[src/rtl/core/bte_pkg.sv]
package bte_pkg;

   localparam logic [7:0] TopMask  = 8'hC0;
   localparam logic [6:0] PairMark = 7'h70;
   localparam logic [6:0] OneMark  = 7'h60;
   localparam logic [6:0] CharBias = 7'h20;
   localparam int         MaxChars = 3;

   typedef struct packed {
      logic [7:0] data_byte;
      logic       end_of_data;
   } req_word_type;

   typedef struct packed {
      logic [6:0] enc_char;
      logic       run_last;
      logic       stream_end;
   } rsp_word_type;

   typedef logic [1:0] char_count_type;

   function automatic logic [6:0] bias_low(input logic [7:0] value);
      return {1'b0, value[5:0]} + CharBias;
   endfunction

endpackage

[src/rtl/core/bte_if.sv]
interface bte_req_if;
   import bte_pkg::*;

   logic         valid;
   logic         ready;
   req_word_type word;

   modport source (output valid, output word, input ready);
   modport sink   (input valid, input word, output ready);
endinterface

interface bte_rsp_if;
   import bte_pkg::*;

   logic         valid;
   logic         ready;
   rsp_word_type word;

   modport source (output valid, output word, input ready);
   modport sink   (input valid, input word, output ready);
endinterface

[src/rtl/core/binary_to_text_encoder_core.sv]
// The first character of a word is offered in the cycle after the word is accepted.
// One character per cycle while the receiver is ready; a word produces 1 to 3 characters,
// or none when its byte is only held; the one-character result channel sets the rate.
// A new word is taken in the cycle the last pending character leaves.
// Reset (synchronous, active high) clears the held byte and drops any pending characters.
module binary_to_text_encoder_core (
   input  logic      clock,
   input  logic      reset,
   bte_req_if.sink   req_ch,
   bte_rsp_if.source rsp_ch
);
   import bte_pkg::*;

   logic [7:0]     held_byte_ff, held_byte_in;
   logic           held_valid_ff, held_valid_in;
   logic [6:0]     char_ff [MaxChars], char_in [MaxChars];
   logic           eod_ff, eod_in;
   char_count_type count_ff, count_in;
   char_count_type idx_ff, idx_in;

   logic           req_take, rsp_take, job_done, has_top;
   char_count_type new_count;
   logic [6:0]     new_char [MaxChars];

   assign rsp_take = rsp_ch.valid && rsp_ch.ready;
   assign job_done = rsp_take && (idx_ff == count_ff - 2'd1);
   assign req_ch.ready = (count_ff == 2'd0) || job_done;
   assign req_take = req_ch.valid && req_ch.ready;
   assign has_top = (req_ch.word.data_byte & TopMask) != 8'h00;

   always_comb begin
      new_char[0]   = bias_low(req_ch.word.data_byte);
      new_char[1]   = 7'h00;
      new_char[2]   = 7'h00;
      new_count     = 2'd1;
      held_byte_in  = held_byte_ff;
      held_valid_in = held_valid_ff;
      if (held_valid_ff) begin
         if (has_top) begin
            new_char[0] = PairMark | {3'b000, req_ch.word.data_byte[7:6], held_byte_ff[7:6]};
         end else begin
            new_char[0] = OneMark | {5'b00000, held_byte_ff[7:6]};
         end
         new_char[1]   = bias_low(held_byte_ff);
         new_char[2]   = bias_low(req_ch.word.data_byte);
         new_count     = 2'd3;
         held_valid_in = 1'b0;
         held_byte_in  = 8'h00;
      end else if (has_top) begin
         if (req_ch.word.end_of_data) begin
            new_char[0] = OneMark | {5'b00000, req_ch.word.data_byte[7:6]};
            new_char[1] = bias_low(req_ch.word.data_byte);
            new_count   = 2'd2;
         end else begin
            new_count     = 2'd0;
            held_valid_in = 1'b1;
            held_byte_in  = req_ch.word.data_byte;
         end
      end
      if (!req_take) begin
         held_byte_in  = held_byte_ff;
         held_valid_in = held_valid_ff;
      end
   end

   always_comb begin
      char_in  = char_ff;
      eod_in   = eod_ff;
      count_in = count_ff;
      idx_in   = idx_ff;
      if (req_take) begin
         char_in  = new_char;
         eod_in   = req_ch.word.end_of_data;
         count_in = new_count;
         idx_in   = 2'd0;
      end else if (job_done) begin
         count_in = 2'd0;
         idx_in   = 2'd0;
      end else if (rsp_take) begin
         idx_in = idx_ff + 2'd1;
      end
   end

   always_ff @(posedge clock) begin
      if (reset) begin
         held_valid_ff <= 1'b0;
         held_byte_ff  <= 8'h00;
         count_ff      <= 2'd0;
         idx_ff        <= 2'd0;
      end else begin
         held_valid_ff <= held_valid_in;
         held_byte_ff  <= held_byte_in;
         count_ff      <= count_in;
         idx_ff        <= idx_in;
      end
   end

   always_ff @(posedge clock) begin
      char_ff <= char_in;
      eod_ff  <= eod_in;
   end

   assign rsp_ch.valid           = count_ff != 2'd0;
   assign rsp_ch.word.enc_char   = char_ff[idx_ff];
   assign rsp_ch.word.run_last   = idx_ff == count_ff - 2'd1;
   assign rsp_ch.word.stream_end = (idx_ff == count_ff - 2'd1) && eod_ff;

endmodule

[src/flat_wrapper.sv]
// flat-port wrapper written by rule: the top's interface ports become plain ports
module binary_to_text_encoder_core_flat import bte_pkg::*;
  (clock, reset, req_ch_valid, req_ch_word, req_ch_ready, rsp_ch_valid, rsp_ch_word, rsp_ch_ready);
  bte_req_if req_ch_i ();
  bte_rsp_if rsp_ch_i ();
  input  logic clock;
  input  logic reset;
  input wire logic [$bits(req_ch_i.valid)-1:0] req_ch_valid;
  input wire logic [$bits(req_ch_i.word)-1:0] req_ch_word;
  output wire logic [$bits(req_ch_i.ready)-1:0] req_ch_ready;
  output wire logic [$bits(rsp_ch_i.valid)-1:0] rsp_ch_valid;
  output wire logic [$bits(rsp_ch_i.word)-1:0] rsp_ch_word;
  input wire logic [$bits(rsp_ch_i.ready)-1:0] rsp_ch_ready;
  assign req_ch_i.valid = req_ch_valid;
  assign req_ch_i.word = req_ch_word;
  assign req_ch_ready = req_ch_i.ready;
  assign rsp_ch_valid = rsp_ch_i.valid;
  assign rsp_ch_word = rsp_ch_i.word;
  assign rsp_ch_i.ready = rsp_ch_ready;
  binary_to_text_encoder_core u_core (.clock(clock), .reset(reset), .req_ch(req_ch_i), .rsp_ch(rsp_ch_i));
endmodule
[config.mk]
export PLATFORM = sky130hd
export DESIGN_NAME = binary_to_text_encoder_core_flat
export DESIGN_NICKNAME = d
export VERILOG_FILES = /design/src/rtl/core/bte_pkg.sv /design/src/rtl/core/bte_if.sv /design/src/rtl/core/binary_to_text_encoder_core.sv /design/src/flat_wrapper.sv
export SDC_FILE = /design/constraint.sdc
export NUM_CORES = 1
export LEC_CHECK = 0
export BUFFER_PORTS_ARGS = -buffer_cell sky130_fd_sc_hd__buf_2
export CORE_MARGIN = 3
export CORE_UTILIZATION = 38
export CTS_BUF_LIST = sky130_fd_sc_hd__clkbuf_8
export CTS_CLUSTER_DIAMETER = 60
export DETAILED_ROUTE_END_ITERATION = 10
export SYNTH_ARGS = -nofsm -noshare
export SYNTH_HDL_FRONTEND = slang
export SYNTH_SLANG_ARGS = --single-unit
export TNS_END_PERCENT = 1
[constraint.sdc]
create_clock -name clock -period 6.4 [get_ports clock]
set_input_delay 1.28 -clock clock [delete_from_list [all_inputs] [get_ports clock]]
set_output_delay 1.28 -clock clock [all_outputs]
set_load 0.02 [all_outputs]
After elaboration in Yosys (flattened, before gate mapping):

Index checks and enable logic that the tools add are counted.

* register bits: 35
* input bits: 13
* output and inout port bits: 11
* word-level logic and storage cells: 46

* $add $sub $neg: 4
* magnitude comparators: 1
* equality and inequality tests: 2
* multiplexer cells: 18
* bitwise logic cells: 1
* reductions and logical operators: 12

Operator list (number)
* $mux 14: 3
* $mux 8: 3
* $add 6x6->7 const B: 2
* $bmux 7 s2: 1
* $mux 7: 2
* $mux 2: 5
* $reduce_bool 8->1: 1
* $reduce_bool 2->1: 3
* $mux 5: 1
* $logic_and 1x1->1: 4
* $ge 3x3->1 const B: 1
* $mux 1: 3
* $not 2->3: 1
* $reduce_and 3->1: 1
* $reduce_or 3->1: 1
* $add 2x1->2 const B: 1
* $eq 2x2->1: 1
* $logic_not 2->1: 1
* $ne 2x1->1 const B: 1
* $sub 2x1->2 const B: 1
* $logic_or 1x1->1: 1

Logic depth before layout (Yosys ltp):

* depth after elaboration: 6
* depth in mapped cells: 7
* mapped depth without buffers: 6

Worst setup path before layout:

Ideal clock, no wire load.

* kind: reg2out
* start: reg u_core.count_ff[0]
* end: out rsp_ch_word[0]
* data arrival time: 1.592 ns
* required time: 5.120 ns
* path slack: 3.528 ns
* cell stages (with the launch flop): 6
* path buffers: 0
* cell sequence: dfxtp_1 -> inv_1 -> ha_1 -> xnor2_2 -> nor2_1 -> and2_1

* word-level cells in the longest chain between the ends: 3

Ends and longest elaborated chain
* from (decl): line binary_to_text_encoder_core.sv:18 `char_count_type count_ff, count_in;`
* from (signal assigned): line binary_to_text_encoder_core.sv:93 `count_ff <= count_in;`
* $sub 2x1->2
* $eq 2x2->1
* via rsp_ch_word[1]: line flat_wrapper.sv:12 `output wire logic [$bits(rsp_ch_i.word)-1:0] rsp_ch_word;`
* $logic_and 1x1->1: line binary_to_text_encoder_core.sv:106 `assign rsp_ch.word.stream_end = (idx_ff == count_ff - 2'd1) && eod_ff;`
* to (decl): line flat_wrapper.sv:12

The timed path passes the listed nets, and every way through them passes these cells.

Worst setup path in the final report:

* start: reg u_core.idx_ff[1]
* end: out rsp_ch_word[5]

* word-level cells in the longest chain between the ends: 4

Ends and longest elaborated chain
* from (decl): line binary_to_text_encoder_core.sv:19 `char_count_type idx_ff, idx_in;`
* from (signal assigned): line binary_to_text_encoder_core.sv:94 `idx_ff <= idx_in;`
* $not 2->3 (not written as such): line binary_to_text_encoder_core.sv:104 `assign rsp_ch.word.enc_char = char_ff[idx_ff];`
* $bmux 7 s2: line binary_to_text_encoder_core.sv:104
* $mux 7 (not written as such) (2 in a row): line binary_to_text_encoder_core.sv:104

No other way between the ends. The select of a mux whose other input is x is not followed.

==> summary.md <==
| Metric | Value |
|---|---|
| Crit-path slowest cell | dfxtp_1 |
| Hold_buf cts | 0 |
| Worst-path cell chain | nor2b_1 > nand2_1 > o21ai_0 > buf_2 |
| Routed vias/inst | 5.09 |
| Postcts setup bufs | 0 |
| # clock sinks | 35 |
| Switching Fraction | 24.8% |
| Xor and xnor fraction of the mapped netlist area | 2.67% |
| Area post-placement | ~1700 um^2 |
| Fmax | 323 MHz |
| H-tree Lvls | 2 |
| Seq pwr share | a little over half |
| Initial DRT Pass Iterations | 4 |
| Min Clock Period, post-route | a little over 3 ns |
| Final nets | 175 |
| FF/Latch Area | about 920 um^2 |
| Pwr Density | approximately 280 nW/um^2 |
| Largest net degree at the start of global routing | 28 |
| I/O Buffers | 23 |
| Final Slew Violations | 0 |
| Mux contribution to synthesized area | 5.03% |
| Syn avg cell area | 11.6 um^2 |
| Wire per inst | 13.9 um |
| Vias in the first global route | 1,060 |
| Worst Path Max Fanout | 10 |
| CTS Buffer Depth | 2 |
| Fill cells | 377 |
| Worst clock skew | 0.00323 ns |
| Final instance area | 1830 um^2 |
| First-pass GRT wire length | just over 5 mm |
| Post-Syn Nets | roughly 150 |
| Internal | 0.386 mW |
| Setup Total Neg Slack | 0 ns |
| Antenna violations before repair | 0 |
| Leak Pwr | 0.696 nW |
| Max_cap viols | 0 |
| Post-Syn Area | around 1600 um^2 |
| Starting DRT DRC Count | 42 |
| Critical path arrival | between 1.5 and 2 ns |
| Die area | 5000 um^2 |
| Biggest cell delay along the critical path | 0.59 ns |
| Final GP Congestion | 0.774 |
| Comb power frac | 13.9% |
| CP delay by family, top | simple AND/OR/NAND/NOR gates |
| CTS buffer count | 5 |
| Die H | 70.7 um |
| Clock share of power | 33.3% |
| Most common cell after layout, fill and taps aside | buf_2 |
| Latest clock arrival within the worst-skew pair | 0.28 ns |
| Maximum vdd drop | 0.134 mV |
| Setup repair after global routing missed its margin | false |
| R2R setup slack | 3.58 ns |
| Buffer and inverter count on the worst path | 1 |
| Final Hold Vio Count | 0 |
| Hold WC Path Type | flip-flop to flip-flop |
| CTS tree | built |
| Layout cells sized above 1 | 20.4% |
| Mapped Cells | roughly 140 |
| Synth unique cells | 27 |
| Critical Path Source Type | flip-flop |
| Area grow syn2layout | 14.9% |
| Resize count post-CTS | 0 |
| Final worst-path cycle share | 48.4% |
| Via Count | 1,068 |
| Rows | 22 |
| Clk slew on worst S/H paths | 0.07 ns |
| Post-Synth Adder-Cell Area | 0.786% |
| Simple-gate area share of the yosys netlist | 13.1% |
| ANT cells | 0 |
| CP Class | flip-flop to output pin |
| Status | complete, no violations |
| Clk root buf | clkbuf_8 |
| Compound-Gate Fraction of Synth Area | 17.4% |
| YS warnings | 0 |
| Worst-margin pin slew | 1.17 ns |
| Main combinational cell family by area after synthesis | compound AO/OA/AOI/OAI gates |
| Residual DRC count | 0 |
| Final Util | 47.4% |
| Tot Pwr | roughly 0.5 mW |
| Worst EP required | 5.12 ns |
| Die Wd | 70.7 um |
| Relative slew margins | 22.2% |
| Dpl hpwl | ~2.1 mm |
| Initial core utilization | 41.3% |
| Grt total ovfl | 0 |
| Detail Route Antenna Nets | 0 |
| Area of the multi-input gates | 621 um^2 |
| Register area share after synthesis | 57.9% |
| CP Capture Type | output pin |
| Core Area | roughly 3900 um^2 |
| IO Pins | 24 |
| Total GRT Usage | between 10% and 20% |
| Post-Route WL | 2.93 mm |
| Net Switching | 0.128 mW |
| Seq cells post-synth | 35 |
| Most frequent cells in the layout | buf_2, edfxtp_1, nand2_1 |
| Setup violators final | 0 |
==> path summary, 6_finish.rpt <==
kind	start	to	cells past startpoint
max	u_core.idx_ff[1]$_SDFFE_PP0P_	rsp_ch_word[5]	4
min	u_core.held_byte_ff[6]$_SDFFE_PP0P_	u_core.held_byte_ff[6]$_SDFFE_PP0P_	1
max reg2reg	u_core.idx_ff[0]$_SDFFE_PP0P_	u_core.held_byte_ff[7]$_SDFFE_PP0P_	4
min reg2reg	u_core.held_byte_ff[6]$_SDFFE_PP0P_	u_core.held_byte_ff[6]$_SDFFE_PP0P_	1
==> cell type report <==
type,count,area share [%]
timing repair buffer,23,6.30
clock buffer,7,5.27
tap,48,3.29
inverter,3,0.616
clock inverter,1,0.205
multi-input combinational,93,33.9
sequential,35,50.4
==> power groups by stage <==
stage          combinational (mW)  clock [mW]  sequential [mW]
6_report                   0.0714       0.171            0.272
5_1_grt                    0.0799       0.184            0.274
4_1_cts                    0.0720       0.175            0.272
3_5_place_dp               0.0720           0            0.277
3_3_place_gp               0.0705           0            0.276
2_1_floorplan              0.0536           0            0.271
==> registers in the layout, indices dropped and copies added (netlist names) <==
signal and flops:
u_core.held_valid_ff 1, u_core.eod_ff 1, u_core.char_ff 21, u_core.idx_ff 2, u_core.count_ff 2, u_core.held_byte_ff 8
==> worst register-to-register path: stages (launching register included) <==
cell and delay (ns):
dfxtp_1 0.72, xnor2_1 0.24, o31ai_4 1.01, a21oi_1 0.44, a22o_1 0.31
==> synth_stat cells <==
cell       n  area, um^2
a221oi_1   1        8.76
and2_1     8        50.1
a21boi_0   2        15.0
o21bai_1   1        7.51
or2_2      1        6.26
dfxtp_1   13         260
nand2b_1   1        6.26
xnor2_2    1        16.3
inv_1      3        11.3
and3_1     1        6.26
nor2b_1    5        31.3
o21ai_0   12        60.1
clkbuf_1   3        11.3
nor3b_1    1        7.51
nor2_1     9        33.8
mux2i_1    8        80.1
a22o_1    17         149
xnor2_1    2        17.5
o31ai_4    1        21.3
ha_1       1        12.5
a221o_1    1        10.0
nand2_1   18        67.6
a21oi_1    1        5.00
buf_2      1        5.00
buf_6      2        22.5
xor2_1     1        8.76
edfxtp_1  22         661
==> layer usage <==
metal / vias up / global-route usage, % / part of all wire, %
met5: - / 0 / 0
met4: 0 / 6.26 / 2.0
met3: 5 / 5.40 / 5.4
met2: 28 / 19.3 / 44
met1: 488 / 17.5 / 49
li1: 547 / - / -
==> per-stage QoR <==
stage	worst slack (ns)	hold slack (ns)	cells
CTS	3.25	0.478	210
global route	3.06	0.488	210
global placement	3.17	0.462	202
floorplan	3.53	0.442	137
finish	3.30	0.477	210
detailed placement	3.14	0.462	202
==> cell families (layout without fill, tap and decap cells) <==
group           count (synthesis)  in the layout
buf+inv                         9             34
flops                          35             35
xor+xnor                        4              4
simple gates                   44             44
mux                             8              8
compound gates                 36             36
fa+ha+maj                       1              1
Power figures use the tool's default switching activity.
